`src/rtl/core/tlik_sqrt_cell.sv`:
```
`default_nettype none

module tlik_sqrt_cell #(
   parameter int WIDTH = 32,
   parameter int K     = 0
) (
   input  wire logic             clock,
   input  wire logic             en,
   input  wire logic [WIDTH-1:0] rem_i,
   input  wire logic [WIDTH-1:0] root_i,
   output logic      [WIDTH-1:0] rem_o,
   output logic      [WIDTH-1:0] root_o
);

   localparam logic [WIDTH-1:0] BIT = WIDTH'(1) << (2 * K);

   logic [WIDTH:0]   trial;
   logic [WIDTH-1:0] rem_ff, rem_in, root_ff, root_in;

   // one result bit: try to take off root + bit
   always_comb begin
      trial = {1'b0, root_i} + {1'b0, BIT};
      if ({1'b0, rem_i} >= trial) begin
         rem_in  = rem_i - trial[WIDTH-1:0];
         root_in = (root_i >> 1) + BIT;
      end else begin
         rem_in  = rem_i;
         root_in = root_i >> 1;
      end
   end

   always_ff @(posedge clock) begin
      if (en) begin
         rem_ff  <= rem_in;
         root_ff <= root_in;
      end
   end

   assign rem_o  = rem_ff;
   assign root_o = root_ff;

endmodule

`default_nettype wire

```
`config.mk`:
```
export PLATFORM = sky130hd
export DESIGN_NAME = tlik_sqrt_cell
export DESIGN_NICKNAME = d
export VERILOG_FILES = /design/src/rtl/core/tlik_sqrt_cell.sv
export SDC_FILE = /design/constraint.sdc
export NUM_CORES = 1
export LEC_CHECK = 0
export BUFFER_PORTS_ARGS = -buffer_cell sky130_fd_sc_hd__buf_2
export CORE_MARGIN = 2
export CORE_UTILIZATION = 50
export DETAILED_ROUTE_END_ITERATION = 10
export HOLD_SLACK_MARGIN = 0.08
export PLACE_DENSITY_LB_ADDON = 0.05
export SYNTH_ARGS = -nofsm -noshare
export SYNTH_HDL_FRONTEND = slang
export SYNTH_SLANG_ARGS = --single-unit
```
`constraint.sdc`:
```
create_clock -name clock -period 5.1 [get_ports clock]
set_input_delay 0.51 -clock clock [delete_from_list [all_inputs] [get_ports clock]]
set_output_delay 0.51 -clock clock [all_outputs]
set_load 0.05 [all_outputs]
```
==> summary.txt, run 1 <==
Outcome
  – Outcome: completed

Routing
  – 1st-pass router iterations: 5
  – Vias per cell: 5.52
  – Vias: 4579
  – Routed length per placed instance: 16.1 um
  – Total Wirelength: 13400 um
  – Post-DRT Antenna Nets: 0
  – # DRC: 0
  – Initial DRC Count: 188

Timing
  – Final period util: 88.7%
  – Fmax: 221 MHz
  – Max-slew violation count: 0
  – # setup viols final: 0
  – Final hold viol count: 0
  – TNS Setup: 0 ns
  – Relative slew slack: 44.5%
  – Worst-Margin Slew: 0.832 ns
  – RSZ-0062 raised after global routing: no
  – Fin crit period: 4.52 ns

Place
  – Placer Congestion: 0.964
  – Input/output buffers: 129
  – Post-DP HPWL: 10600 um
  – Dpl cell area: 5980 um2

Synth
  – Syn Nets: 660
  – Synth Instances: 559
  – Synth Area in Compound Gates: 13.9%
  – Main combinational cell family by area after synthesis: simple AND/OR/NAND/NOR gates
  – Fraction of synthesized area in multiplexers: 0.662%
  – Yosys cell types: 51
  – Synthesized area: 5100 um2
  – Post-synthesis sequential area ratio: 37.7%
  – Simple-gate area share of the yosys netlist: 20.1%
  – #FFs+latches synth: 64
  – Yosys warns: 0
  – Synth Area in Adders: 8.73%
  – Syn avg cell area: 9.13 um2
  – XOR/XNOR share of the synthesized area: 15.3%

Clock tree
  – Post-CTS Repair Setup Buffers: 0
  – CTS clk-pin slew, worst paths: 0.08 ns
  – Max Root-Sink Buffers: 2
  – Post-CTS resize count: 0
  – Depth of the CTS H-tree: 3
  – # hold bufs at CTS: 0
  – CTS tree: done
  – TritonCTS Buffers: 9
  – Sink Count: 64
  – Root Driver: clkbuf_8

Pwr
  – Pwr dens: 296 nW/um2
  – Peak VDD IR: 0.169 mV
  – Tot Pwr: 1830 uW
  – Leakage dissipation: 0.00255 uW

Final layout
  – Commonest cells after routing, fill and taps aside: buf_2, nand2_1, edfxtp_1
  – Fill cells: 892
  – Nets@finish: 793
  – Fin area: 6190 um2
  – Leading cell type in the layout, fill and taps excluded: buf_2
  – Fraction of layout cells with a size suffix above 1: 25.3%
  – P&R area growth vs syn: 21.4%
  – Diode count: 0

GRT
  – Pin count of the biggest net entering global routing: 65
  – Vias in the first global route: 4264
  – GR Util All Layers: 24.5%
  – First-pass GRT wire length: 21400 um
  – Initial antenna violation count: 0
  – Gr ovfl total: 0

Floorplanning
  – Initial core utilization: 51.9%
  – Core Area: 9820 um2
  – Rows: 36
  – Die Ht: 105 um
  – Die area: 11000 um2
  – Top Ports: 130
  – Die Width: 105 um

Critical path
  – Worst path cell trace: buf_2, ha_1, and3_1, nand3_1, nor2_1, and4_1, nand4_1, xor2_1, ha_1, nand4_1, nor4_1, nand4_1, a31o_1, a21oi_1, a21oi_4, buf_12, or2_2, nor3_1, xor2_1
  – Slowest Stage Delay on Critical Path: 0.46 ns
  – Slowest CP cell: nor4_1
  – Critical Setup Path Class: in2reg
  – CP dominant cell by count: nand4_1
  – Arr. time, crit path: 4.62 ns
  – Critical Path End Type: register
  – Worst Path Required: 5.20 ns
  – CP max FO: 19
  – CP startpoint kind: primary input

Min path
  – Hold Path Depth: 3
  – Hold Crit Class: in2reg

Flow run
  – Number of max-cap violations: 0
-- cell type report --
cell class | count | area (um2) | share of cell area (%)
Sequential cell | 64 | 1920 | 31.0
Multi-Input combinational cell | 453 | 3000 | 48.5
Inverter | 15 | 56.3 | 0.909
Clock buffer | 11 | 131 | 2.12
Clock inverter | 5 | 81.3 | 1.31
Timing Repair Buffer | 149 | 833 | 13.5
Tap cell | 133 | 166 | 2.69
-- kinds of logic after synthesis --
| kind of cell | count (synthesis) |
|---|---|
| AOI/OAI and AO/OA | 117 |
| xor gates and xnor gates | 89 |
| adders and majority gates | 35 |
| buffers and inverters | 42 |
| DFF | 64 |
| muxes | 3 |
| and+or+nand+nor | 209 |
-- per-stage QoR --
step,utilization (%),setup WS [ns],hold slack (ns),cells
floorplan,-,0.599,0.622,559
global placement,60.9,0.381,0.810,814
detailed placement,60.9,0.256,0.817,814
CTS,63.0,0.637,0.445,830
global route,63.0,0.239,0.446,830
finish,63.0,0.578,0.457,830
-- worst paths after layout --
check | from | to | slack, ns
worst max-delay path | root_i[1] | root_o[14]$_DFFE_PP_ | 0.58
worst min-delay path | rem_i[3] | rem_o[3]$_DFFE_PP_ | 0.46
-- critical path, delay by kind of cell --
| family | cells | cell delay (ns) |
|---|---|---|
| buffers and inverters | 2 | 0.32 |
| adders and majority gates | 2 | 0.63 |
| AOI/OAI and AO/OA | 3 | 0.52 |
| xor gates and xnor gates | 2 | 0.32 |
| and+or+nand+nor | 10 | 2.28 |
-- routing by layer --
layer | routed length (um) | GRT usage [%]
met1 | 6280 | 34.2
met2 | 6030 | 38.5
met3 | 804 | 3.81
met4 | 253 | 8.76
met5 | 0 | 0
-- sequential cells by signal, indices dropped and copies added, names as in the netlist --
name / count
root_o: 32
rem_o: 32
-- report_power, final --
| group | total (uW) | leakage (uW) | switching [uW] | internal [uW] |
|---|---|---|---|---|
| clock | 485 | 0.000104 | 209 | 276 |
| sequential | 668 | 0.000625 | 14.0 | 654 |
| combinational | 682 | 0.00182 | 473 | 209 |
| total | 1830 | 0.00255 | 696 | 1140 |
-- synthesized netlist by cell type (all sizes together) --
library cell  instances  share of area (%)
nand2b                5               0.61
and3                  7               0.86
xnor2                41                7.0
fa                    1               0.39
o22ai                 3               0.37
clkbuf               15                1.2
nand3                23                2.4
mux2                  3               0.66
or4                   1               0.15
a21oi                30                3.0
or3                   3               0.37
or2                   3               0.37
a32oi                 1               0.54
nand3b                2               0.29
nand2                72                5.3
a21boi                1               0.15
a31o                  1               0.17
a31oi                 3               0.37
nor2                 50                3.8
a211oi                5               0.74
and4                  2               0.34
inv                  15                1.1
a21o                  9                1.3
nand4                22                2.7
a2111oi               3               0.64
o21ai                49                4.8
o31a                  1               0.17
nor2b                 2               0.25
o211ai                4               0.59
xor2                 48                8.2
o31ai                 2               0.29
nor3                 11                1.3
edfxtp               64                 38
nor4                  5                1.2
ha                   34                8.3
or2b                  1               0.15
buf                  12                1.4
o21a                  5               0.74
Power figures use the tool's default switching activity.
==> inputs of run 2 (changes only) <==
Settings changed: REMOVE_ABC_BUFFERS from default to 1.
==> summary.txt, run 2 (synthesis results as in run 1) <==
Pwr
  – Peak VDD IR: 0.183 mV (+7.7%)
  – Pwr dens: 297 nW/um2 (+0.24%)
  – Tot Pwr: 1830 uW (-0.45%)
  – Leakage dissipation: 0.00253 uW (-0.72%)

Critical path
  – Setup crit start: root_i[1]
  – Worst Path Required: 5.21 ns (about the same)
  – CP max FO: 7 (-12)
  – Slowest Stage Delay on Critical Path: 0.50 ns (+0.04 ns)
  – Slowest CP cell: or3_1
  – Worst path cell trace: buf_2, ha_1, and3_1, nand3_1, nor2_1, buf_4, nand4_1, nor2_1, nand3_1, xor2_1, ha_1, nand2_2, or3_1, nor2_1, nand3_2, a32oi_4, a21oi_4, or3_1, nor4_4, xor2_1
  – Arr. time, crit path: 4.73 ns (+0.11 ns)
  – CP bufs+invs: 2 (unchanged)
  – Critical Setup Path Class: in2reg
  – Critical Path End Type: register
  – CP dominant cell by count: nor2_1
  – CP startpoint kind: primary input
  – CP delay by family, top: simple AND/OR/NAND/NOR gates

Floorplanning
  – Rows: 36 (unchanged)
  – Core Area: 9820 um2 (unchanged)
  – Initial core utilization: 51.9% (unchanged)
  – Die Width: 105 um (unchanged)
  – Die area: 11000 um2 (unchanged)
  – Die Ht: 105 um (unchanged)
  – Top Ports: 130 (unchanged)

GRT
  – Gr ovfl total: 0 (unchanged)
  – First-pass GRT wire length: 21600 um (+1.3%)
  – GR Util All Layers: 24.6% (+0.073 points)
  – Vias in the first global route: 4477 (+5.0%)
  – Initial antenna violation count: 0 (unchanged)
  – Pin count of the biggest net entering global routing: 50 (-23%)

Timing
  – Final hold viol count: 0 (unchanged)
  – Max-slew violation count: 0 (unchanged)
  – Hold Slack: 0.445 ns (-0.0124 ns)
  – Fin crit period: 4.62 ns (+0.102 ns)
  – RSZ-0062 raised after global routing: no
  – Relative slew slack: 55.6% (+11 points)
  – Fmax: 216 MHz (-2.2%)
  – # setup viols final: 0 (unchanged)
  – Worst-Margin Slew: 0.666 ns (-0.166 ns)
  – Final period util: 90.7% (+2.0 points)

Final layout
  – Register Area: 1920 um2 (unchanged)
  – Leading cell type in the layout, fill and taps excluded: buf_2
  – Fill cells: 902 (+1.1%)
  – P&R area growth vs syn: 20.5%
  – Nets@finish: 791 (-0.25%)
  – Diode count: 0 (unchanged)
  – Area of the multi-input gates: 3000 um2 (unchanged)
  – Commonest cells after routing, fill and taps aside: buf_2, nand2_1, edfxtp_1
  – Fraction of layout cells with a size suffix above 1: 25.2% (-0.071 points)

Place
  – Post-DP HPWL: 10500 um (-0.19%)
  – Input/output buffers: 129 (unchanged)
  – Placer Congestion: 0.867 (-10%)

Routing
  – Routed length per placed instance: 16.2 um (+0.94%)
  – 1st-pass router iterations: 5 (unchanged)
  – # DRC: 0 (unchanged)
  – Initial DRC Count: 207 (+10%)
  – Vias per cell: 5.49 (-0.48%)
  – Vias: 4546 (-0.72%)
  – Total Wirelength: 13500 um (+0.70%)
  – Post-DRT Antenna Nets: 0 (unchanged)

Clock tree
  – CTS clk-pin slew, worst paths: 0.08 ns (about the same)
  – Post-CTS resize count: 0 (unchanged)
  – # hold bufs at CTS: 0 (unchanged)
  – TritonCTS Buffers: 9 (unchanged)
  – Max Root-Sink Buffers: 2 (unchanged)
  – Sink Count: 64 (unchanged)
  – Post-CTS Repair Setup Buffers: 0 (unchanged)
  – Depth of the CTS H-tree: 3 (unchanged)
  – CTS tree: done
  – Root Driver: clkbuf_8

Min path
  – Hold Crit Class: in2reg
  – Hold_sp: rem_i[2]

Outcome
  – Outcome: completed

Flow run
  – Number of max-cap violations: 0 (unchanged)
-- run 2: cell count changes in the layout (fill, tap and decap cells not counted), sizes merged --
cell,delta
clkbuf,-2
buf,-2
clkinv,+2
-- run 2: path summary, 6_finish.rpt --
kind	depth (start not counted)	slack, ns	to
worst max-delay path	20	0.48	root_o[28]$_DFFE_PP_
worst min-delay path	3	0.45	rem_o[2]$_DFFE_PP_
-- run 2: stage by stage --
step	area (um2)	util [%]	worst slack [ns]	TNS [ns]	instances
after floorplan	4970	-	-0.508	-13.70	532
after global placement	5940	60.5	0.259	0	812
after detailed placement	5940	60.5	0.166	0	812
after CTS	6150	62.6	0.506	0	828
after global routing	6150	62.6	0.104	0	828
final	6150	62.6	0.476	0	828
-- run 2: final cells by class --
cell class	instances	area share, %
clock buffer	9	2.01
clock inverter	7	1.40
inverter	15	0.916
multi-input combinational	453	48.8
sequential	64	31.3
tap	133	2.71
timing repair buffer	147	12.9
-- run 2: metal layers --
metal	global-route usage [%]	up-vias	part of all wire [%]
met5	0	-	0
met4	7.24	0	1.5
met3	4.18	20	5.7
met2	40.7	150	46
met1	33.0	2110	46
li1	-	2266	-
-- run 2: power by group --
part	switching [uW]	internal, uW
clock network	212	271
logic	471	206
registers	13.6	654
==> inputs of run 3 (changes only) <==
Settings changed: RECOVER_POWER from default to 50.
==> summary.txt, run 3 (synthesis results as in run 1) <==
Outcome
  – Outcome: finished with violations
  – Failing checks: capacitance limit, slew limit

GRT
  – Pin count of the biggest net entering global routing: 50 (unchanged)
  – First-pass GRT wire length: 21600 um (unchanged)
  – Vias in the first global route: 4477 (unchanged)
  – Gr ovfl total: 0 (unchanged)
  – GR Util All Layers: 24.6% (unchanged)
  – Initial antenna violation count: 0 (unchanged)

Pwr
  – Tot Pwr: 1810 uW (-0.83%)
  – Leakage dissipation: 0.00234 uW (-7.2%)
  – Peak VDD IR: 0.173 mV (-5.4%)
  – NetSw: 697 uW (about the same)
  – Combinational power share: 36.4% (-0.6 points)
  – Pwr dens: 299 nW/um2 (+0.56%)
  – Clock Power Share: 26.6% (+0.2 points)
  – Seq pwr share: 37.0% (+0.5 points)
  – Sw Ratio: 38.5% (+0.35 points)
  – P_int: 1110 uW (-1.4%)

Timing
  – Fin crit period: 4.64 ns (+0.0156 ns)
  – Fmax: 216 MHz (-0.34%)
  – Hold Slack: 0.447 ns (+0.00241 ns)
  – Final period util: 91.0% (+0.31 points)
  – Relative slew slack: -26.7% (-82 points)
  – Max-slew violation count: 67 (+67)
  – RSZ-0062 raised after global routing: no
  – Worst-Margin Slew: 1.90 ns (+1.23 ns)
  – TNS Setup: 0 ns (unchanged)
  – Final hold viol count: 0 (unchanged)
  – # setup viols final: 0 (unchanged)

Routing
  – Post-DRT Antenna Nets: 0 (unchanged)
  – # DRC: 0 (unchanged)
  – Routed length per placed instance: 16.3 um (+0.29%)
  – Vias per cell: 5.51 (+0.44%)
  – WL met3: 810 um (+5.7%)
  – Top layer used by detailed routing: met4
  – M1 WL: 6230 um (-0.19%)
  – Initial DRC Count: 207 (unchanged)
  – Vias: 4566 (+0.44%)
  – Metal2 WL: 6230 um (-0.14%)
  – 1st-pass router iterations: 5 (unchanged)
  – Total Wirelength: 13500 um (+0.29%)

Final layout
  – Leading cell type in the layout, fill and taps excluded: nand2_1
  – Fill cells: 930 (+3.1%)
  – Area of the multi-input gates: 3000 um2 (unchanged)
  – Commonest cells after routing, fill and taps aside: nand2_1, clkbuf_1, buf_2, edfxtp_1, nor2_1
  – Register Area: 1920 um2 (unchanged)
  – Nets@finish: 791 (unchanged)
  – Diode count: 0 (unchanged)
  – Fraction of layout cells with a size suffix above 1: 15.7% (-9.5 points)
  – P&R area growth vs syn: 18.9%
  – Finished Layout Cells: 828 (unchanged)

Clock tree
  – CTS tree: done
  – Root Driver: clkbuf_8
  – TritonCTS Buffers: 9 (unchanged)
  – CTS clk-pin slew, worst paths: 0.08 ns (about the same)
  – # hold bufs at CTS: 0 (unchanged)
  – Max Root-Sink Buffers: 2 (unchanged)
  – Post-CTS resize count: 0 (unchanged)
  – Sink Count: 64 (unchanged)
  – Post-CTS Repair Setup Buffers: 0 (unchanged)
  – Depth of the CTS H-tree: 3 (unchanged)

Flow run
  – Number of max-cap violations: 2 (+2)

Floorplanning
  – Die Ht: 105 um (unchanged)
  – Initial core utilization: 51.9% (unchanged)
  – Rows: 36 (unchanged)
  – Top Ports: 130 (unchanged)
  – Core Area: 9820 um2 (unchanged)
  – Die Width: 105 um (unchanged)
  – Die area: 11000 um2 (unchanged)

Critical path
  – Worst Path Required: 5.20 ns (about the same)
  – Worst Setup EP: root_o[28]$_DFFE_PP_
  – CP startpoint kind: primary input
  – Critical Setup Path Class: in2reg
  – CP max FO: 7 (unchanged)
  – Arr. time, crit path: 4.74 ns (about the same)
  – Critical Path End Type: register
  – Setup crit start: root_i[1]

Place
  – Placed cell count: 812 (unchanged)
  – Input/output buffers: 129 (unchanged)
  – Placer Congestion: 0.867 (unchanged)
  – Post-DP HPWL: 10500 um (unchanged)

Min path
  – Hold Crit Class: in2reg
-- run 3: cell types whose count changed in the layout (fill, tap and decap cells not counted) --
cell	delta
clkbuf_1	+66
buf_2	-65
buf_4	-1
-- run 3: worst max-delay path, cell delays in order --
cell and delay [ns]:
buf_2 0.15, ha_1 0.22, and3_1 0.19, nand3_1 0.15
nor2_1 0.22, buf_4 0.15, nand4_1 0.18, nor2_1 0.21
nand3_1 0.12, xor2_1 0.15, ha_1 0.43, nand2_2 0.11
or3_1 0.40, nor2_1 0.13, nand3_2 0.13, a32oi_4 0.36
a21oi_4 0.12, or3_1 0.50, nor4_4 0.22, xor2_1 0.10
-- run 3: power by group through the flow --
| stage | sequential (uW) | combinational (uW) | clock [uW] |
|---|---|---|---|
| after floorplan | 893 | 261 | 0 |
| after global placement | 678 | 669 | 0 |
| after detailed placement | 678 | 673 | 0 |
| after CTS | 668 | 676 | 486 |
| after global routing | 676 | 713 | 506 |
| final | 670 | 660 | 481 |
-- run 3: metal layers --
layer	global-route usage, %	vias up
li1	-	2268
met1	33.0	2103
met2	40.7	167
met3	4.18	28
met4	7.24	0
met5	0	-
-- run 3: worst min path at each step --
| stage | from | to | slack, ns | cells past startpoint |
|---|---|---|---|---|
| after floorplan | en | rem_o[0]$_DFFE_PP_ | 0.62 | 0 |
| after global placement | rem_i[28] | rem_o[28]$_DFFE_PP_ | 0.81 | 3 |
| after detailed placement | rem_i[11] | rem_o[11]$_DFFE_PP_ | 0.81 | 3 |
| after CTS | rem_i[2] | rem_o[2]$_DFFE_PP_ | 0.44 | 3 |
| after global routing | rem_i[11] | rem_o[11]$_DFFE_PP_ | 0.46 | 3 |
| final | rem_i[2] | rem_o[2]$_DFFE_PP_ | 0.45 | 3 |
-- run 3: stage by stage --
| stage | setup slack, ns | util [%] | cell area, um2 |
|---|---|---|---|
| final | 0.461 | 61.7 | 6060 |
| after global routing | 0.104 | 61.7 | 6060 |
| after CTS | 0.506 | 62.6 | 6150 |
| after floorplan | -0.508 | - | 4970 |
| after global placement | 0.259 | 60.5 | 5940 |
| after detailed placement | 0.166 | 60.5 | 5940 |
-- run 3: area by class of cell --
type	instances	share of cell area, %
multi-input cells	453	49.5
flip-flops and latches	64	31.7
repair buffers	147	11.7
well taps	133	2.74
clock buffers	9	2.04
clock inverters	7	1.42
inverters	15	0.929
