[src/rtl/core/tlik_pkg.sv]
`default_nettype none

package tlik_pkg;

   // field and datapath widths
   localparam int COORD_WIDTH = 16;
   localparam int LEN_WIDTH   = 15;
   localparam int ANGLE_WIDTH = 16;
   localparam int ELBOW_WIDTH = 14;
   localparam int DIFF_WIDTH  = COORD_WIDTH + 1;
   localparam int D2_WIDTH    = 34;
   localparam int NUM_WIDTH   = 36;
   localparam int DIST_WIDTH  = 16;
   localparam int DEN_WIDTH   = 32;
   localparam int REM_WIDTH   = 48;
   localparam int QUO_WIDTH   = 16;
   localparam int MAG_WIDTH   = 15;
   localparam int ROOT1_WIDTH = 32;
   localparam int ROOT2_WIDTH = 30;
   localparam int CW          = 41;
   localparam int ZW          = 32;

   localparam int ONE_Q14     = 16384;
   localparam int PI_Q12      = 12868;
   localparam int HALF_PI_Q28 = 421657428;

   typedef enum logic [1:0] {
      ST_OK    = 2'd0,
      ST_REACH = 2'd1,
      ST_ZERO  = 2'd2
   } status_type;

   typedef enum logic [1:0] {
      REG_BASE_X    = 2'd0,
      REG_BASE_Y    = 2'd1,
      REG_UPPER_LEN = 2'd2,
      REG_LOWER_LEN = 2'd3
   } csr_index_type;

   // vector under rotation plus its angle accumulator (Q3.28)
   typedef struct packed {
      logic signed [CW-1:0] x;
      logic signed [CW-1:0] y;
      logic signed [ZW-1:0] z;
   } vec_type;

   localparam int ATAN_Q28 [32] = '{
      210828714, 124459457, 65760959, 33381290, 16755422, 8385879, 4193963,
      2097109, 1048571, 524287, 262144, 131072, 65536, 32768, 16384, 8192,
      4096, 2048, 1024, 512, 256, 128, 64, 32, 16, 8, 4, 2, 1, 0, 0, 0
   };

endpackage

`default_nettype wire

[src/rtl/core/tlik_cordic_cell.sv]
`default_nettype none

module tlik_cordic_cell #(
   parameter int K = 0
) (
   input  wire logic              clock,
   input  wire logic              en,
   input  wire tlik_pkg::vec_type vec_i,
   output tlik_pkg::vec_type      vec_o
);
   import tlik_pkg::*;

   localparam logic signed [ZW-1:0] ANGLE = ZW'(ATAN_Q28[K]);

   vec_type vec_ff, vec_in;
   logic signed [CW-1:0] xs, ys;

   // rotate towards the x axis, steering on the sign of y
   always_comb begin
      xs = vec_i.x >>> K;
      ys = vec_i.y >>> K;
      if (vec_i.y < 0) begin
         vec_in.x = vec_i.x - ys;
         vec_in.y = vec_i.y + xs;
         vec_in.z = vec_i.z - ANGLE;
      end else begin
         vec_in.x = vec_i.x + ys;
         vec_in.y = vec_i.y - xs;
         vec_in.z = vec_i.z + ANGLE;
      end
   end

   always_ff @(posedge clock) begin
      if (en) begin
         vec_ff <= vec_in;
      end
   end

   assign vec_o = vec_ff;

endmodule

`default_nettype wire

[config.mk]
export PLATFORM = sky130hd
export DESIGN_NAME = tlik_cordic_cell
export DESIGN_NICKNAME = d
export VERILOG_FILES = /design/src/rtl/core/tlik_pkg.sv /design/src/rtl/core/tlik_cordic_cell.sv
export SDC_FILE = /design/constraint.sdc
export NUM_CORES = 1
export LEC_CHECK = 0
export BUFFER_PORTS_ARGS = -buffer_cell sky130_fd_sc_hd__buf_4
export CAP_MARGIN = 20
export CORE_MARGIN = 3
export CORE_UTILIZATION = 58
export CTS_CLUSTER_DIAMETER = 80
export DETAILED_ROUTE_END_ITERATION = 8
export PLACE_DENSITY = 0.86
export SLEW_MARGIN = 20
export SYNTH_ARGS = -nofsm -noshare
export SYNTH_HDL_FRONTEND = slang
export SYNTH_SLANG_ARGS = --single-unit
[constraint.sdc]
create_clock -name clock -period 3.7 [get_ports clock]
set_input_delay 0 -clock clock [delete_from_list [all_inputs] [get_ports clock]]
set_output_delay 0 -clock clock [all_outputs]
set_load 0.005 [all_outputs]
==> key figures, run 1 <==
Run status
  • Status: finished clean

Critical path
  • Crit Path Class: input port to flip-flop
  • CP Launch Type: input port
  • Crit path DAT: 3.48 ns
  • CP Max Fanout: 5
  • Critical path data required time: 3.86 ns
  • CP endpoint kind: flip-flop

Global routing
  • GRT overflow: 0
  • Largest net degree at the start of global routing: 98
  • First-pass GRT wire length: 66.7 mm
  • Initial antenna violation count: 0
  • Vias in the first global route: 12100
  • GRT Total Usage: 35.3%

Route
  • Vias post-DR: 12700
  • DRC violations left: 0
  • Average routed wire per standard cell: 21.5 µm
  • DRT antenna net count: 0
  • Vias per cell: 6.42
  • Initial DRC Count: 1735
  • Drt first pass iters: 7
  • DRT Wirelength: 42.6 mm

Pwr
  • Pwr/cell area: 374 nW/µm²
  • Leakage Power: 6.63 nW
  • Total Power: 5.61 mW
  • Worst VDD drop: 0.301 mV

Yosys
  • Sequential area share after synthesis: 27.3%
  • #FFs+latches synth: 113
  • Syn Area/Cell: 8.37 µm²
  • FFs w/ async S/R, synth: 0%
  • Most used DFF post-synth: edfxtp_1
  • Synth warnings: 0
  • Synth Cell Area: 12400 µm²
  • Mapped Cells: 1484
  • Distinct cells, synth: 78
  • Post-synth EDFFs: 113
  • Syn_nets: 1769

Floorplanning
  • Num rows: 52
  • Die ar.: 23200 µm²
  • Width of the die: 152 µm
  • Starting density of the core: 60.2%
  • Core area: 20600 µm²
  • Die Ht: 152 µm
  • I/O pin cnt: 230

STA
  • RSZ-0062 raised after global routing: false
  • Setup TNS: 0 ns
  • Hold_ws: 0.0286 ns
  • Worst slew pin tran: 1.07 ns
  • Setup violations, final: 0
  • Final hold violation count: 0
  • Slew HR: 28.4%
  • Number of slew-limit violations in the final report: 0
  • Min setup slack post-route: 0.381 ns
  • Achievable Freq: 301 MHz
  • Tcrit/Tclk final: 89.7%
  • Post-layout minimum cycle time: 3.32 ns

Placement
  • Port Buffers: 229
  • Gpl congestion: 1.02
  • DP Area: 14400 µm²
  • Dpl ws: 0.505 ns
  • DPL Wire Length: 33.6 mm
  • Cells after DPL: 1947

Finish
  • Area grow syn2layout: 20.9%
  • Post-route insts no fill: 1984
  • Commonest cells after routing, fill and taps aside: buf_4, a21oi_1, ha_1
  • Final instance area: 15000 µm²
  • Area of the multi-input gates: 8240 µm²
  • Largest register FFs: 113
  • Most common cell after layout, fill and taps aside: buf_4
  • Post-Route Utilization: 72.8%
  • FF+latch area: 3390 µm²
  • Filler instances: 1596
  • # diodes: 0
  • Final net count: 1986
  • Share of cells above drive strength 1: 17.6%

CTS
  • TritonCTS Sinks: 113
  • TritonCTS clock tree: yes
  • CTS root buffer: clkbuf_16
  • H-Tree Depth: 4
  • Number of CTS-inserted buffers: 17
  • Post-CTS sizing: 0
  • CTS max path bufs: 2
  • Reg clk slew, reported paths: 0.06 ns

Min path
  • Worst min path class: input port to flip-flop

Run
  • Max Cap Viol: 0
-- logic make-up after synthesis --
| family | synth area share, % |
|---|---|
| DFF | 27.3 |
| muxes | 1.29 |
| buffers and inverters | 6.30 |
| xor gates and xnor gates | 7.05 |
| adders and majority gates | 17.3 |
| and+or+nand+nor | 14.4 |
| AOI/OAI and AO/OA | 26.3 |
-- synthesized netlist by cell type (all sizes together) (8+ instances only) --
library cell / n / area share, %
o21bai: 32 / 1.9
nand2b: 14 / 0.71
o31ai: 25 / 1.6
edfxtp: 113 / 27
mux2i: 16 / 1.3
a21oi: 184 / 7.4
and3: 13 / 0.65
nand3: 25 / 1.0
a211oi: 16 / 1.0
nor3: 30 / 1.2
o21a: 21 / 1.3
inv: 141 / 4.3
a2111oi: 8 / 0.66
ha: 165 / 17
o21ai: 105 / 4.2
nor2: 100 / 3.0
a31oi: 14 / 0.76
xnor2: 89 / 6.3
and2: 10 / 0.52
nor2b: 19 / 0.96
a21o: 25 / 1.5
o211ai: 11 / 0.66
nand4: 29 / 1.5
nor4: 13 / 0.71
buf: 28 / 1.1
clkbuf: 31 / 0.94
nand2: 96 / 2.9
xor2: 11 / 0.78
-- what timing repair did --
action | in CTS | in global routing
setup endpoints to repair | 0 | 0
hold buffers | 5 | 0
endpoints found under the hold margin | 6 | 0
buffers inserted | 0 | 0
-- report_power, final --
part | internal, mW | switching, mW
sequential | 1.71 | 0.0746
clock | 0.930 | 0.690
combinational | 0.935 | 1.27
total | 3.57 | 2.04
-- metal layers --
metal	track usage, %	wire [µm]
met1	48.0	17400
met2	57.9	19600
met3	6.70	4490
met4	9.59	1160
met5	0	0
-- critical path, stage by stage --
cell and delay (ns):
dlygate4sd3_1 0.54, buf_4 0.14, ha_1 0.19, inv_1 0.09
fa_1 0.21, nor2_1 0.07, o311ai_1 0.34, a21oi_1 0.23
a2111oi_2 0.61, o21ai_1 0.26, and2_4 0.21, a31oi_2 0.28
o22ai_1 0.14, xnor2_1 0.17
-- final cells by class --
cell class,instances,area share [%]
Clock inverter,15,0.917
Timing Repair Buffer,257,12.9
Sequential cell,113,22.6
Tap cell,270,2.25
Inverter,142,3.55
Multi-Input combinational cell,1170,54.9
Clock buffer,17,2.83
-- final timing paths --
path,from,endpoint,cells past startpoint
max,vec_i[73],vec_o[109],14
min,vec_i[30],vec_o[30],3
Power figures use the tool's default switching activity.
==> run 2: changes to the inputs <==
--- a/config.mk
+++ b/config.mk
@@ -7,10 +7,9 @@
 export LEC_CHECK = 0
 export BUFFER_PORTS_ARGS = -buffer_cell sky130_fd_sc_hd__buf_4
-export CAP_MARGIN = 20
 export CORE_MARGIN = 3
 export CORE_UTILIZATION = 58
 export CTS_CLUSTER_DIAMETER = 80
 export DETAILED_ROUTE_END_ITERATION = 8
-export PLACE_DENSITY = 0.86
+export PLACE_DENSITY = 0.83
 export SLEW_MARGIN = 20
 export SYNTH_ARGS = -nofsm -noshare
==> constraint.sdc (replaced) <==
create_clock -name clock -period 3.7 [get_ports clock]
set_input_delay 0 -clock clock [delete_from_list [all_inputs] [get_ports clock]]
set_output_delay 0 -clock clock [all_outputs]
set_load 0.02 [all_outputs]
==> key figures, run 2 (same netlist as run 1, synthesis figures left out) <==
Route
  • Average routed wire per standard cell: 21.4 µm (-0.66%)
  • Drt first pass iters: 6 (-1)
  • DRT antenna net count: 0 (unchanged)
  • DRC violations left: 0 (unchanged)
  • Vias per cell: 6.44 (+0.23%)
  • Initial DRC Count: 1590 (-8.4%)
  • DRT Wirelength: 42.4 mm (-0.56%)
  • Vias post-DR: 12800 (+0.33%)

Placement
  • DPL Wire Length: 33.1 mm (-1.6%)
  • Port Buffers: 229 (unchanged)
  • Cells after DPL: 1949 (+0.10%)
  • Gpl congestion: 1.00 (-1.6%)

CTS
  • CTS root buffer: clkbuf_16
  • TritonCTS Sinks: 113 (unchanged)
  • H-Tree Depth: 4 (unchanged)
  • TritonCTS clock tree: yes
  • Number of CTS-inserted buffers: 17 (unchanged)
  • CTS max path bufs: 2 (unchanged)
  • Reg clk slew, reported paths: 0.06 ns (about the same)

STA
  • Achievable Freq: 296 MHz (-1.9%)
  • Number of slew-limit violations in the final report: 0 (unchanged)
  • Tcrit/Tclk final: 91.4% (+1.7 points)
  • Setup TNS: 0 ns (unchanged)
  • Setup violations, final: 0 (unchanged)
  • Worst slew pin tran: 0.979 ns (-0.0949 ns)
  • Slew HR: 34.7% (+6.3 points)
  • Final hold violation count: 0 (unchanged)
  • RSZ-0062 raised after global routing: false
  • Post-layout minimum cycle time: 3.38 ns (+0.0640 ns)

Critical path
  • Crit path DAT: 3.53 ns (+0.05 ns)
  • CP Launch Point: vec_i[73]
  • Critical path data required time: 3.84 ns (-0.02 ns)
  • Crit Path Class: input port to flip-flop
  • CP endpoint kind: flip-flop
  • CP Max Fanout: 5 (unchanged)
  • CP Launch Type: input port

Finish
  • Share of cells above drive strength 1: 17.6% (-0.021 points)
  • Filler instances: 1578 (-1.1%)
  • Largest register FFs: 113 (unchanged)
  • Area of the multi-input gates: 8240 µm² (unchanged)
  • Commonest cells after routing, fill and taps aside: buf_4, a21oi_1, ha_1
  • Area grow syn2layout: 21.0%
  • # diodes: 0 (unchanged)
  • FF+latch area: 3390 µm² (unchanged)
  • Final net count: 1988 (+0.10%)
  • Most common cell after layout, fill and taps aside: buf_4
  • Post-route insts no fill: 1986 (+0.10%)

Floorplanning
  • Die Ht: 152 µm (unchanged)
  • Die ar.: 23200 µm² (unchanged)
  • Num rows: 52 (unchanged)
  • Starting density of the core: 60.2% (unchanged)
  • I/O pin cnt: 230 (unchanged)
  • Core area: 20600 µm² (unchanged)
  • Width of the die: 152 µm (unchanged)

Pwr
  • Pwr/cell area: 391 nW/µm² (+4.8%)
  • Leakage Power: 6.63 nW (about the same)
  • Worst VDD drop: 0.311 mV (+3.5%)
  • Total Power: 5.88 mW (+4.9%)

Global routing
  • Largest net degree at the start of global routing: 92 (-6.1%)
  • GRT overflow: 0 (unchanged)
  • First-pass GRT wire length: 66.3 mm (-0.66%)
  • Initial antenna violation count: 0 (unchanged)
  • Vias in the first global route: 12200 (+1.1%)
  • GRT Total Usage: 35.1% (-0.19 points)

Min path
  • Worst min path class: input port to flip-flop
  • Hold path endpoint: vec_o[73]
  • Hold Startpoint: vec_i[32]
  • Hold Crit Depth: 4 (+1)

Run status
  • Status: finished clean

Run
  • Max Cap Viol: 0 (unchanged)
-- run 2: worst max path at each step --
stage	end	cells past startpoint
global route	vec_o[105]	13
detailed placement	vec_o[106]	12
floorplan	vec_o[30]	14
finish	vec_o[109]	14
CTS	vec_o[105]	13
global placement	vec_o[106]	12
-- run 2: cell type report --
class,instances,share of cell area (%)
inverter,142,3.55
tap,270,2.25
clock buffer,17,2.83
timing repair buffer,259,13.0
multi-input combinational,1170,54.8
sequential,113,22.6
clock inverter,15,0.941
-- run 2: through the flow --
stage	util [%]	setup slack, ns	instance area [µm²]	hold slack (ns)
global placement	69.9	0.341	14400	0.182
global route	72.9	0.174	15000	0.0795
finish	72.9	0.317	15000	0.0702
floorplan	-	0.298	12400	0.0989
CTS	72.9	0.411	15000	0.0570
detailed placement	69.9	0.321	14400	0.197
-- run 2: what timing repair did --
item	4_1_cts	5_1_grt
setup buffers	0	0
hold endpoints to repair	6	0
resized for setup	0	0
hold buffers	5	0
-- run 2: worst max-delay path, cell delays in order --
cell	delay, ns
dlygate4sd3_1	0.54
buf_4	0.14
ha_1	0.20
inv_1	0.09
fa_1	0.21
nor2_1	0.07
o311ai_1	0.35
a21oi_1	0.23
a2111oi_2	0.67
o21ai_1	0.23
and2_4	0.20
a31oi_2	0.29
o22ai_1	0.14
xnor2_1	0.18
-- run 2: power breakdown --
| group | leakage (nW) | internal [mW] | total, mW | switching, mW |
|---|---|---|---|---|
| Combinational | 5.26 | 0.951 | 2.47 | 1.52 |
| Sequential | 1.11 | 1.70 | 1.77 | 0.0685 |
| Clock | 0.264 | 0.983 | 1.64 | 0.658 |
| Total | 6.63 | 3.64 | 5.88 | 2.25 |
-- run 2: layer usage --
layer	wire [µm]	vias up	global-route usage, %	part of all wire [%]
met4	1310	0	12.3	3.1
met1	17000	5948	46.9	40
met2	19300	863	56.8	46
li1	-	5861	-	-
met3	4720	109	7.33	11
met5	0	-	0	0
==> run 3: changes to the inputs <==
==> constraint.sdc (replaced) <==
create_clock -name clock -period 3.7 [get_ports clock]
set_input_delay 0.37 -clock clock [delete_from_list [all_inputs] [get_ports clock]]
set_output_delay 0.37 -clock clock [all_outputs]
set_load 0.02 [all_outputs]
==> key figures, run 3 (same netlist as run 1, synthesis figures left out) <==
Critical path
  • Crit Path Class: input port to flip-flop
  • CP max stage cell: ha_1
  • CP endpoint kind: flip-flop
  • Critical path data required time: 3.88 ns (+0.04 ns)
  • Crit path DAT: 3.47 ns (-0.06 ns)
  • Crit-path most repeated cell: a21oi_1
  • Worst Path Buf+Inv: 2 (-1)
  • Stages on worst setup path: 12 (-2)
  • Largest delay share family, worst path: compound AO/OA/AOI/OAI gates
  • Crit path largest cell delay: 0.49 ns (-0.18 ns)
  • CP Max Fanout: 13 (+8)
  • CP Launch Type: input port
  • Critical path, cell by cell: buf_4 > inv_1 > ha_1 > a21oi_1 > o21ai_0 > or3_1 > a211o_1 > nand2_1 > o31ai_1 > a2111oi_0 > a21oi_1 > xnor2_1

Finish
  • Commonest cells after routing, fill and taps aside: buf_4, a21oi_1, ha_1
  • Share of cells above drive strength 1: 18.9% (+1.3 points)
  • # diodes: 0 (unchanged)
  • Final net count: 2009 (+1.1%)
  • Area grow syn2layout: 22.6%
  • Largest register FFs: 113 (unchanged)
  • Most common cell after layout, fill and taps aside: buf_4
  • Post-Route Utilization: 73.8% (+0.95 points)
  • Post-route insts no fill: 2007 (+1.1%)

Route
  • Average routed wire per standard cell: 21.6 µm (+1.2%)
  • Drt first pass iters: 9 (+3)
  • Vias per cell: 6.45 (+0.28%)
  • Vias post-DR: 13000 (+1.3%)
  • DRT Wirelength: 43.4 mm (+2.3%)
  • DRC violations left: 0 (unchanged)
  • Initial DRC Count: 1641 (+3.2%)
  • DRT antenna net count: 0 (unchanged)

Placement
  • Cells after DPL: 1975 (+1.3%)
  • Port Buffers: 229 (unchanged)
  • Gpl congestion: 1.01 (+0.32%)
  • DPL Wire Length: 34.0 mm (+2.7%)

Min path
  • Hold Crit Depth: 1 (-3)
  • Worst min path class: input port to flip-flop

STA
  • Final hold violation count: 0 (unchanged)
  • Setup violations, final: 0 (unchanged)
  • Post-layout minimum cycle time: 3.29 ns (-0.0946 ns)
  • Worst slew pin tran: 1.10 ns (+0.117 ns)
  • RSZ-0062 raised after global routing: false
  • Number of slew-limit violations in the final report: 0 (unchanged)
  • Achievable Freq: 304 MHz (+2.9%)
  • Slew HR: 26.9% (-7.8 points)
  • Tcrit/Tclk final: 88.9% (-2.6 points)
  • Setup TNS: 0 ns (unchanged)

Pwr
  • Pwr/cell area: 398 nW/µm² (+1.8%)
  • Worst VDD drop: 0.303 mV (-2.7%)
  • Total Power: 6.07 mW (+3.1%)
  • Leakage Power: 6.75 nW (+1.9%)

Global routing
  • Largest net degree at the start of global routing: 114 (+24%)
  • Vias in the first global route: 12500 (+2.3%)
  • GRT overflow: 0 (unchanged)
  • First-pass GRT wire length: 67.5 mm (+1.8%)
  • Initial antenna violation count: 0 (unchanged)
  • GRT Total Usage: 35.7% (+0.64 points)

CTS
  • Total setup buffers inserted after CTS: 0 (unchanged)
  • TritonCTS clock tree: yes
  • Reg clk slew, reported paths: 0.06 ns (about the same)
  • Hold_buf cts: 0 (-5)
  • TritonCTS Sinks: 113 (unchanged)
  • CTS max path bufs: 2 (unchanged)
  • H-Tree Depth: 4 (unchanged)
  • CTS root buffer: clkbuf_16
  • Post-CTS sizing: 0 (unchanged)
  • Number of CTS-inserted buffers: 17 (unchanged)

Floorplanning
  • Die ar.: 23200 µm² (unchanged)
  • I/O pin cnt: 230 (unchanged)
  • Core area: 20600 µm² (unchanged)
  • Die Ht: 152 µm (unchanged)
  • Num rows: 52 (unchanged)
  • Starting density of the core: 60.2% (unchanged)
  • Width of the die: 152 µm (unchanged)

Run status
  • Status: finished clean

Run
  • Max Cap Viol: 0 (unchanged)
[run 3: changes by cell type in the layout (fill, tap and decap cells not counted), sizes merged]
cell	before	now
buf	254	280
bufinv	2	3
clkinv	7	4
clkinvlp	5	4
dlygate4sd3	5	0
inv	143	146
[run 3: final timing paths]
check	start	to
worst max-delay path	vec_i[52]	vec_o[106]
worst min-delay path	vec_i[0]	vec_o[0]
[run 3: metrics by stage]
step / cell area [µm²] / hold slack, ns / worst slack (ns)
floorplan: 12400 / 0.469 / 0.251
finish: 15200 / 0.123 / 0.412
CTS: 15200 / 0.120 / 0.616
global route: 15200 / 0.115 / 0.317
global placement: 14600 / 0.552 / 0.166
detailed placement: 14600 / 0.563 / 0.170
[run 3: area by class of cell]
| class | count | area, µm² |
|---|---|---|
| multi-input cells | 1170 | 8240 |
| fillers | 1523 | 5400 |
| flip-flops and latches | 113 | 3390 |
| repair buffers | 280 | 2110 |
| inverters | 142 | 533 |
| clock buffers | 17 | 425 |
| well taps | 270 | 338 |
| clock inverters | 15 | 180 |
[run 3: where the power goes]
group          internal, mW  leakage [nW]  total [mW]  switching [mW]
registers              1.71          1.11        1.78          0.0720
logic                 0.982          5.37        2.52            1.54
clock network          1.07         0.282        1.77           0.702
total                  3.75          6.75        6.07            2.32
[run 3: metal layers]
layer | GRT usage [%] | wire [µm] | up-vias
met5 | 0 | 0 | -
met1 | 47.5 | 17500 | 6015
li1 | - | - | 5896
met4 | 9.97 | 1180 | 0
met2 | 59.9 | 20200 | 917
met3 | 6.82 | 4470 | 124
