$ cat src/rtl/core/tlik_pkg.sv
`default_nettype none

package tlik_pkg;

   // field and datapath widths
   localparam int COORD_WIDTH = 16;
   localparam int LEN_WIDTH   = 15;
   localparam int ANGLE_WIDTH = 16;
   localparam int ELBOW_WIDTH = 14;
   localparam int DIFF_WIDTH  = COORD_WIDTH + 1;
   localparam int D2_WIDTH    = 34;
   localparam int NUM_WIDTH   = 36;
   localparam int DIST_WIDTH  = 16;
   localparam int DEN_WIDTH   = 32;
   localparam int REM_WIDTH   = 48;
   localparam int QUO_WIDTH   = 16;
   localparam int MAG_WIDTH   = 15;
   localparam int ROOT1_WIDTH = 32;
   localparam int ROOT2_WIDTH = 30;
   localparam int CW          = 41;
   localparam int ZW          = 32;

   localparam int ONE_Q14     = 16384;
   localparam int PI_Q12      = 12868;
   localparam int HALF_PI_Q28 = 421657428;

   typedef enum logic [1:0] {
      ST_OK    = 2'd0,
      ST_REACH = 2'd1,
      ST_ZERO  = 2'd2
   } status_type;

   typedef enum logic [1:0] {
      REG_BASE_X    = 2'd0,
      REG_BASE_Y    = 2'd1,
      REG_UPPER_LEN = 2'd2,
      REG_LOWER_LEN = 2'd3
   } csr_index_type;

   // vector under rotation plus its angle accumulator (Q3.28)
   typedef struct packed {
      logic signed [CW-1:0] x;
      logic signed [CW-1:0] y;
      logic signed [ZW-1:0] z;
   } vec_type;

   localparam int ATAN_Q28 [32] = '{
      210828714, 124459457, 65760959, 33381290, 16755422, 8385879, 4193963,
      2097109, 1048571, 524287, 262144, 131072, 65536, 32768, 16384, 8192,
      4096, 2048, 1024, 512, 256, 128, 64, 32, 16, 8, 4, 2, 1, 0, 0, 0
   };

endpackage

`default_nettype wire

$ cat src/rtl/core/tlik_div_cell.sv
`default_nettype none

module tlik_div_cell #(
   parameter int K = 0
) (
   input  wire logic                           clock,
   input  wire logic                           en,
   input  wire logic [tlik_pkg::REM_WIDTH-1:0] rem_i,
   input  wire logic [tlik_pkg::DEN_WIDTH-1:0] den_i,
   input  wire logic [tlik_pkg::QUO_WIDTH-1:0] quo_i,
   output logic      [tlik_pkg::REM_WIDTH-1:0] rem_o,
   output logic      [tlik_pkg::DEN_WIDTH-1:0] den_o,
   output logic      [tlik_pkg::QUO_WIDTH-1:0] quo_o
);
   import tlik_pkg::*;

   logic [REM_WIDTH-1:0] shifted, rem_ff, rem_in;
   logic [DEN_WIDTH-1:0] den_ff;
   logic [QUO_WIDTH-1:0] quo_ff, quo_in;

   // restoring step for quotient bit K
   always_comb begin
      shifted = REM_WIDTH'(den_i) << K;
      if (rem_i >= shifted) begin
         rem_in = rem_i - shifted;
         quo_in = quo_i | (QUO_WIDTH'(1) << K);
      end else begin
         rem_in = rem_i;
         quo_in = quo_i;
      end
   end

   always_ff @(posedge clock) begin
      if (en) begin
         rem_ff <= rem_in;
         den_ff <= den_i;
         quo_ff <= quo_in;
      end
   end

   assign rem_o = rem_ff;
   assign den_o = den_ff;
   assign quo_o = quo_ff;

endmodule

`default_nettype wire

$ cat config.mk
export PLATFORM = sky130hd
export DESIGN_NAME = tlik_div_cell
export DESIGN_NICKNAME = d
export VERILOG_FILES = /design/src/rtl/core/tlik_pkg.sv /design/src/rtl/core/tlik_div_cell.sv
export SDC_FILE = /design/constraint.sdc
export NUM_CORES = 1
export LEC_CHECK = 0
export BUFFER_PORTS_ARGS = -buffer_cell sky130_fd_sc_hd__buf_2
export CAP_MARGIN = 40
export CORE_MARGIN = 1
export CORE_UTILIZATION = 46
export DETAILED_ROUTE_END_ITERATION = 16
export GPL_ROUTABILITY_DRIVEN = 0
export PLACE_DENSITY = 0.76
export SYNTH_ARGS = -nofsm -noshare
export SYNTH_HDL_FRONTEND = slang
export SYNTH_SLANG_ARGS = --single-unit
$ cat constraint.sdc
create_clock -name clock -period 2.69 [get_ports clock]
set_clock_uncertainty 0.05 [all_clocks]
set_input_delay 0.1345 -clock clock [delete_from_list [all_inputs] [get_ports clock]]
set_output_delay 0.1345 -clock clock [all_outputs]
set_load 0.01 [all_outputs]
==> impl_metrics.toml, run 1 <==
[status]
outcome = "complete, no violations"

[drt]
remaining_drc_errors = 0
detail_routed_net_length_per_standard_cell_um = 15.5
wl_um = 14900
drt_first_iter_violations = 445
drtPass1Iterations = 5
num_vias = 5136
antenna_left = 0
detail_route.vias_per_cell = 5.34

[setup_path]
critical_path.max_stage_delay_ns = 0.53
critPathMaxFanout = 5
path_depth = 12
cp-start-kind = "input port"
critical-path-top-delay-family = "compound AO/OA/AOI/OAI gates"
setup.worst_path.start = "den_i[30]"
setup.worst_path.end = "rem_o[37]"
crit_chain = "dlygate4sd3_1, buf_2, inv_1, ha_1, buf_4, a21o_1, a211oi_2, nand2_1, a211o_1, o2bb2ai_2, nor4b_2, xor2_1"
crit_required_ns = 2.74
cp_data_arrival_time_ns = 2.66
timing.setup.critical_path_class = "in2reg"
endpoint_kind = "register"
cp_num_buf_inv = 4
critical-path-slowest-cell = "sky130_fd_sc_hd__dlygate4sd3_1"

[synthesis]
syn_area_um2 = 5610
yosys-top-cells-area = "sky130_fd_sc_hd__edfxtp_1 (51%), sky130_fd_sc_hd__ha_1 (7.1%), sky130_fd_sc_hd__nand2_1 (4.6%)"
share_of_the_synthesized_area_in_the_top_cell_type = 0.514
ys_warn_count = 0
yosys_register_bits = 96
synth_edf_count = 96
syn_area_per_cell_um2 = 10.8
synth_largest_area_cell = "sky130_fd_sc_hd__edfxtp_1"
share_of_synthesized_registers_carrying_an_async_set_or_reset = 0
postSynthNetCount = 650
gate_count_after_technology_mapping = 519
synth-main-ff-cell = "sky130_fd_sc_hd__edfxtp_1"
synth.lib_cells_used.distinct = 62
seq_area_frac_synth = 0.514

[power]
p_sw_mw = 1.21
power_switching_share = 0.288
power.static_leakage_nw = 3.51
finalPower_mw = 4.22
power.combinational.fraction = 0.272
proportion_of_power_drawn_by_the_clock_network = 0.279
power_per_cell_area_nw_per_um2 = 528
vdd_ir_drop_max_mv = 0.342
internal_power_mw = 3.01
sequentialPowerShare = 0.448

[clock_network]
clock_sinks = 96
cts_tree = "built"
cts_max_level = 3
clk_root_buffer_cell = "sky130_fd_sc_hd__clkbuf_16"
cts.path.max_buffers = 2
clk_pin_slew_ns = 0.06
cts-buffers-inserted = 9

[placement]
hpwl_um = 11300
preCtsSetupSlack_ns = -0.280
buffer_ports.inserted = 193
dpl-instance-area_um2 = 7140

[timing]
final.period_utilization = 0.970
final_critical_path_setup_slack_ns = 0.0800
maxSlewHeadroom = 0.659
setup_repair_after_global_routing_missed_its_margin = "true"
setup_violations = 0
tns_ns = 0
drv_slew = 0
finalCriticalPeriod_ns = 2.61
report.final.hold_viol_count = 0
achievable-frequency_mhz = 383
pin_slew_with_the_least_headroom_to_its_limit_ns = 0.506

[floorplan]
die_height_um = 112
core-area_um2 = 11700
floorplan.rows = 39
die_area_um2 = 12600
starting_density_of_the_core = 0.481
die_width_um = 112
ios = 194

[layout]
synthToLayoutAreaGrowth_pct = 42.5
diodes = 0
drive_above_1_share = 0.360
finish.utilization = 0.685
fin_area_um2 = 7990
layout.nets = 946

[run]
max-cap-violations = 0

[global_routing]
grtUsageTotal = 0.238
globalRoute.totalOverflow = 0
antenna_violations_before_repair = 0
first_global_vias = 4998
grt_pass1_wl_um = 23500
grt_max_degree = 44

[min_path]
worst_min_delay_path_class = "in2reg"
-- sequential cells by signal (all words and copies together), names as in the netlist --
register,flops
quo_o,16
den_o,32
rem_o,48
-- through the flow --
step                instances  hold slack (ns)
finish                    962           0.0127
global route              962           0.0202
CTS                       959          0.00329
detailed placement        897            0.263
global placement          897            0.261
floorplan                 519            0.183
-- how the worst min path moves through the flow --
stage,from,slack [ns],end,depth (start not counted)
after CTS,den_i[2],0.003,den_o[2],2
after detailed placement,quo_i[4],0.26,quo_o[4],1
after global routing,den_i[2],0.02,den_o[2],2
after global placement,quo_i[7],0.26,quo_o[7],1
final,den_i[2],0.01,den_o[2],2
after floorplan,den_i[0],0.18,den_o[0],0
-- cell type report --
class | count | area [um^2]
Fill cell | 882 | 3670
Sequential cell | 96 | 2880
Multi-Input combinational cell | 365 | 2550
Timing Repair Buffer | 301 | 1950
Clock buffer | 9 | 225
Tap cell | 143 | 179
Inverter | 42 | 158
Clock inverter | 6 | 45.0
-- cells in the final DEF (no fill, tap or decap), drive strengths merged, types with 23 or more instances in the layout --
cell	netlist	final
edfxtp	96	96
inv	42	43
buf	12	254
nor2	23	23
ha	32	32
nand2	69	69
o21ai	44	44
a21oi	38	38
dlygate4sd3	0	47
-- power groups by stage --
stage | Sequential (mW) | Clock (mW) | Combinational (mW)
2_1_floorplan | 2.02 | 0 | 0.473
3_3_place_gp | 1.92 | 0 | 1.04
3_5_place_dp | 1.92 | 0 | 1.07
4_1_cts | 1.89 | 1.21 | 1.12
5_1_grt | 1.90 | 1.27 | 1.25
6_report | 1.89 | 1.18 | 1.15
-- Yosys cell counts (4+ instances only) --
master	count
sky130_fd_sc_hd__edfxtp_1	96
sky130_fd_sc_hd__o31ai_1	5
sky130_fd_sc_hd__nand2_1	68
sky130_fd_sc_hd__nand3_1	5
sky130_fd_sc_hd__inv_1	42
sky130_fd_sc_hd__o21a_1	5
sky130_fd_sc_hd__a21o_1	11
sky130_fd_sc_hd__clkbuf_1	4
sky130_fd_sc_hd__nor3_1	6
sky130_fd_sc_hd__nor4_1	5
sky130_fd_sc_hd__o21ai_0	13
sky130_fd_sc_hd__nand4_1	10
sky130_fd_sc_hd__xor2_1	22
sky130_fd_sc_hd__o21ai_1	31
sky130_fd_sc_hd__buf_2	8
sky130_fd_sc_hd__ha_1	32
sky130_fd_sc_hd__nor2_1	21
sky130_fd_sc_hd__xnor2_1	22
sky130_fd_sc_hd__o21bai_1	8
sky130_fd_sc_hd__or4_1	4
sky130_fd_sc_hd__nand2b_1	4
sky130_fd_sc_hd__o211ai_1	6
sky130_fd_sc_hd__a21oi_1	38
-- cell families (layout without fill, tap and decap cells) --
kind of cell / after synthesis / after routing / synth area share
muxes: 3 / 3 / 0.00580
and+or+nand+nor: 145 / 145 / 0.131
DFF: 96 / 96 / 0.514
buffers and inverters: 58 / 358 / 0.0440
AOI/OAI and AO/OA: 140 / 140 / 0.162
adders and majority gates: 33 / 33 / 0.0750
xor gates and xnor gates: 44 / 44 / 0.0687
-- metal layers --
layer / part of all wire / track usage
met4: 0.023 / 0.0951
met3: 0.048 / 0.0481
met5: 0 / 0
met2: 0.49 / 0.397
met1: 0.44 / 0.305
-- repair_timing --
item	4_1_cts	5_1_grt
hold endpoints to repair	47	0
setup buffers	0	3
hold buffers	47	0
gates resized for setup	0	12
endpoints found under the setup margin	0	35
(Power assumes the default switching activity.)
==> run 2: changes to the inputs <==
ABC_AREA = 1   (was unset)
CORE_UTILIZATION = 49   (was 46)
PLACE_DENSITY = 0.77   (was 0.76)
==> run 2 against run 1 <==
Cell count is 48% higher. Via count is 37% higher. Critical endpoint is now rem_o[0]. Core utilization is 5.4 points lower. Worst hold slack better by 0.0032 ns. Clock power is 3% higher. Worst setup slack better by 0.026 ns.
==> impl_metrics.toml, run 2 <==
[synthesis]
share_of_the_synthesized_area_in_the_top_cell_type = 0.399
syn_area_per_cell_um2 = 7.29
yosys_register_bits = 96
gate_count_after_technology_mapping = 991
yosys-top-cells-area = "sky130_fd_sc_hd__edfxtp_1 (40%), sky130_fd_sc_hd__nand2_1 (19%), sky130_fd_sc_hd__inv_1 (11%)"
synth_edf_count = 96
ys_warn_count = 0
postSynthNetCount = 1122
synth_largest_area_cell = "sky130_fd_sc_hd__edfxtp_1"
synthMostInstantiatedCell = "sky130_fd_sc_hd__nand2_1"
synth.lib_cells_used.distinct = 33
seq_area_frac_synth = 0.399
post_synth_most_frequent_cells = "sky130_fd_sc_hd__nand2_1 (363), sky130_fd_sc_hd__inv_1 (208), sky130_fd_sc_hd__edfxtp_1 (96)"
share_of_synthesized_registers_carrying_an_async_set_or_reset = 0
syn_area_um2 = 7230
synth-main-ff-cell = "sky130_fd_sc_hd__edfxtp_1"

[timing]
maxSlewHeadroom = 0.597
setup_violations = 0
report.final.hold_viol_count = 0
hold_slack_ns = 0.0159
drv_slew = 0
finalCriticalPeriod_ns = 2.58
pin_slew_with_the_least_headroom_to_its_limit_ns = 0.605
tns_ns = 0
achievable-frequency_mhz = 387
setup_repair_after_global_routing_missed_its_margin = "true"
final.period_utilization = 0.961

[min_path]
holdPathEnd = "rem_o[8]"
worst_min_delay_path_class = "in2reg"
whs_path_depth = 3
timing.hold.worst.start = "rem_i[8]"

[setup_path]
critical-path-slowest-cell = "sky130_fd_sc_hd__dlygate4sd3_1"
critPathMaxFanout = 63
crit_chain = "dlygate4sd3_1, buf_2, ha_1, fa_1, inv_1, nand3_2, nand3_2, nand2_2, nand2_2, nand2_2, nand2_4, nand2_4, nand3_4, inv_8, nand2_1, o21ai_2"
crit_required_ns = 2.74
setup.worst_path.start = "den_i[0]"
cpMostUsedCell = "sky130_fd_sc_hd__nand2_2"
critical_path.max_stage_delay_ns = 0.55
cp_data_arrival_time_ns = 2.64
timing.setup.critical_path_class = "in2reg"
cp-start-kind = "input port"
endpoint_kind = "register"

[drt]
drt_first_iter_violations = 612
detail_routed_net_length_per_standard_cell_um = 13.8
remaining_drc_errors = 0
detail_route.vias_per_cell = 4.94
antenna_left = 0
num_vias = 7048
drtPass1Iterations = 6
wl_um = 19600

[placement]
hpwl_um = 15300
dpl-instance-area_um2 = 8370
buffer_ports.inserted = 193
placed_cells_incl_taps = 1363

[layout]
finish.utilization = 0.631
final-seq-area_um2 = 2880
layout.nets = 1369
synthToLayoutAreaGrowth_pct = 26.4
multi_input_gate_area_um2 = 3460
filler_cell_count = 1321
drive_above_1_share = 0.234
finalNonFillerCells = 1427
fin_area_um2 = 9130
mostFrequentLayoutCells = "sky130_fd_sc_hd__nand2_1 (363), sky130_fd_sc_hd__inv_1 (208), sky130_fd_sc_hd__buf_2 (192)"
diodes = 0
largest_register_ff_count = 48
mostFrequentLayoutCell = "sky130_fd_sc_hd__nand2_1"

[power]
power_per_cell_area_nw_per_um2 = 473
vdd_ir_drop_max_mv = 0.288
power.static_leakage_nw = 4.70

[clock_network]
clock_sinks = 96
cts_tree = "built"
clk_pin_slew_ns = 0.07
setup_repair_bufs_after_cts = 0
clk_root_buffer_cell = "sky130_fd_sc_hd__clkbuf_16"
cts-buffers-inserted = 9
cts_max_level = 3
cts.path.max_buffers = 2

[floorplan]
core-area_um2 = 14500
die_area_um2 = 15200
starting_density_of_the_core = 0.499
floorplan.rows = 44
die_height_um = 123
die_width_um = 123
ios = 194

[global_routing]
grtUsageTotal = 0.262
first_global_vias = 6368
antenna_violations_before_repair = 0
globalRoute.totalOverflow = 0
grt_max_degree = 64
grt_pass1_wl_um = 30400

[status]
outcome = "complete, no violations"

[run]
max-cap-violations = 0
[run 2: cell families after synthesis]
kind of cell | after synthesis | synth area share
XOR/XNOR | 17 | 0.0206
flip-flops | 96 | 0.399
adder cells (fa/ha/maj) | 33 | 0.0582
AND/OR/NAND/NOR | 561 | 0.335
AO/OA/AOI/OAI | 65 | 0.0648
buffers and inverters | 219 | 0.123
[run 2: layout make-up]
class / count / area share
multi-input cells: 676 / 0.378
inverters: 211 / 0.0875
repair buffers: 244 / 0.162
clock buffers: 10 / 0.0251
clock inverters: 6 / 0.00575
flip-flops and latches: 96 / 0.316
well taps: 184 / 0.0252
[run 2: metal layers]
metal  GRT usage  share of wire  vias to the layer above  wire (um)
met5           0              0                        -          0
met4      0.0941          0.026                        0        501
met3      0.0429          0.083                       38       1640
met2       0.428           0.46                      307       9050
met1       0.350           0.43                     3124       8440
li1            -              -                     3579          -
[run 2: power by group]
part	switching, mW	total (mW)	leakage, nW	internal (mW)
registers	0.0351	1.87	0.940	1.84
logic	0.740	1.22	3.63	0.484
clock network	0.578	1.22	0.131	0.640
[run 2: what timing repair did]
action | CTS | global route
resized for setup | 0 | 1
setup endpoints to repair | 0 | 45
hold endpoints to repair | 48 | 0
hold buffers | 48 | 0
[run 2: critical path: cells and delay by family]
family	cells	cell delay (ns)
adders and majority gates	2	0.60
buffers and inverters	4	0.92
AOI/OAI and AO/OA	1	0.06
and+or+nand+nor	9	0.82
[run 2: worst max path at each step]
stage	cells after the start	slack (ns)	end
4_1_cts	15	0.1	rem_o[0]
5_1_grt	16	-0.03	rem_o[20]
6_report	16	0.11	rem_o[0]
3_5_place_dp	16	0.24	rem_o[0]
2_1_floorplan	16	0.61	rem_o[10]
3_3_place_gp	16	0.31	rem_o[0]
[run 2: stage by stage]
stage / total power [mW] / setup slack (ns)
CTS: 4.33 / 0.0979
detailed placement: 3.06 / 0.235
floorplan: 2.62 / 0.606
global placement: 3.04 / 0.313
finish: 4.32 / 0.106
global route: 4.55 / -0.0323
==> run 3: changes to the inputs <==
PLACE_DENSITY = 0.75   (was 0.77)
==> run 3 against run 2 <==
Via count down 0.75%. Global-route usage about the same. Non-clock buffer count up 2. Routed wire length down 0.15%. Sequential share of layout area about the same. Critical path depth unchanged. Cell count about the same. Clock power down 4%. Critical path type unchanged. Largest power group unchanged.
==> impl_metrics.toml, run 3 (same netlist as run 2, synthesis figures left out) <==
[layout]
layout.nets = 1371
filler_cell_count = 1324
largest_register_ff_count = 48
mostFrequentLayoutCell = "sky130_fd_sc_hd__nand2_1"
mostFrequentLayoutCells = "sky130_fd_sc_hd__nand2_1 (363), sky130_fd_sc_hd__inv_1 (208), sky130_fd_sc_hd__buf_2 (192)"
diodes = 0
drive_above_1_share = 0.234
synthToLayoutAreaGrowth_pct = 26.5

[floorplan]
die_height_um = 123
floorplan.rows = 44
ios = 194
die_width_um = 123
starting_density_of_the_core = 0.499
die_area_um2 = 15200
core-area_um2 = 14500

[drt]
num_vias = 6995
antenna_left = 0
detail_routed_net_length_per_standard_cell_um = 13.7
drtPass1Iterations = 5
drt_first_iter_violations = 453
remaining_drc_errors = 0
wl_um = 19600
detail_route.vias_per_cell = 4.90

[power]
power_per_cell_area_nw_per_um2 = 467
finalPower_mw = 4.27
power.static_leakage_nw = 4.71
vdd_ir_drop_max_mv = 0.298

[timing]
tns_ns = 0
drv_slew = 0
setup_violations = 0
maxSlewHeadroom = 0.645
report.final.hold_viol_count = 0
pin_slew_with_the_least_headroom_to_its_limit_ns = 0.533
final.period_utilization = 0.961
finalCriticalPeriod_ns = 2.59
achievable-frequency_mhz = 387
setup_repair_after_global_routing_missed_its_margin = "false"

[clock_network]
cts-buffers-inserted = 9
clk_root_buffer_cell = "sky130_fd_sc_hd__clkbuf_16"
setup_repair_bufs_after_cts = 0
cts_max_level = 3
cts.path.max_buffers = 2
clk_pin_slew_ns = 0.07
cts_tree = "built"
clock_sinks = 96

[setup_path]
timing.setup.critical_path_class = "in2reg"
critPathMaxFanout = 18
critical-path-top-delay-family = "buffers and inverters"
endpoint_kind = "register"
cp-start-kind = "input port"
critical_path.max_stage_delay_ns = 0.53
cp_data_arrival_time_ns = 2.76
crit_chain = "dlygate4sd3_1, buf_2, ha_1, fa_1, inv_1, nand3_2, nand3_2, nand2_2, nand2_2, nand2_2, nand2_4, nand2_4, nand3_4, buf_6, nand3_1, nand2_1"
critical-path-slowest-cell = "sky130_fd_sc_hd__dlygate4sd3_1"
cpMostUsedCell = "sky130_fd_sc_hd__nand2_2"
cp_num_buf_inv = 4
crit_required_ns = 2.86

[min_path]
worst_min_delay_path_class = "in2reg"

[global_routing]
grt_max_degree = 64
antenna_violations_before_repair = 0
globalRoute.totalOverflow = 0
grtUsageTotal = 0.262
grt_pass1_wl_um = 30100
first_global_vias = 6344

[status]
outcome = "complete, no violations"

[run]
max-cap-violations = 0

[placement]
hpwl_um = 15200
buffer_ports.inserted = 193
## run 3: cell types whose count changed in the layout (fill, tap and decap cells not counted), sizes merged
cell | previous run | this run
buf | 196 | 198
inv | 212 | 211
clkinvlp | 2 | 1
clkinv | 3 | 4
## run 3: layout make-up
type	instances	area, um^2	share of cell area
multi-input cells	676	3460	0.378
clock buffers	10	229	0.0250
clock inverters	5	33.8	0.00370
well taps	184	230	0.0252
inverters	211	808	0.0884
repair buffers	246	1500	0.164
flip-flops and latches	96	2880	0.315
## run 3: tightest hold or removal path, cell delays in order
cell and delay [ns]:
sky130_fd_sc_hd__buf_2 0.09, sky130_fd_sc_hd__nand2_1 0.04, sky130_fd_sc_hd__nand2_1 0.05
## run 3: repair_timing
action                                  CTS  global route
endpoints found under the setup margin    0            45
resized for setup                         0             4
hold endpoints to repair                 48             0
hold buffers                             48             0
## run 3: layer usage
metal	vias to the layer above	GRT usage	part of all wire
met2	293	0.414	0.45
met4	0	0.116	0.032
met5	-	0	0
met1	3073	0.352	0.44
met3	42	0.0438	0.083
li1	3587	-	-
## run 3: power by group
group          switching, mW  internal [mW]
sequential            0.0355           1.84
combinational          0.738          0.486
clock                  0.550          0.622
## run 3: stage by stage
stage | area [um^2] | setup slack [ns] | cells | hold slack (ns) | util
floorplan | 7230 | 0.606 | 991 | 0.183 | -
global placement | 8380 | 0.308 | 1365 | 0.261 | 0.579
detailed placement | 8380 | 0.242 | 1365 | 0.263 | 0.579
CTS | 9130 | 0.0950 | 1428 | 0.0118 | 0.630
global route | 9140 | 0.00293 | 1428 | 0.0173 | 0.631
finish | 9140 | 0.105 | 1428 | 0.0202 | 0.631
## run 3: path summary, 6_finish.rpt
path / from / cells after the start / slack (ns) / endpoint
max: den_i[0] / 16 / 0.10 / rem_o[25]
min: rem_i[26] / 3 / 0.02 / rem_o[26]
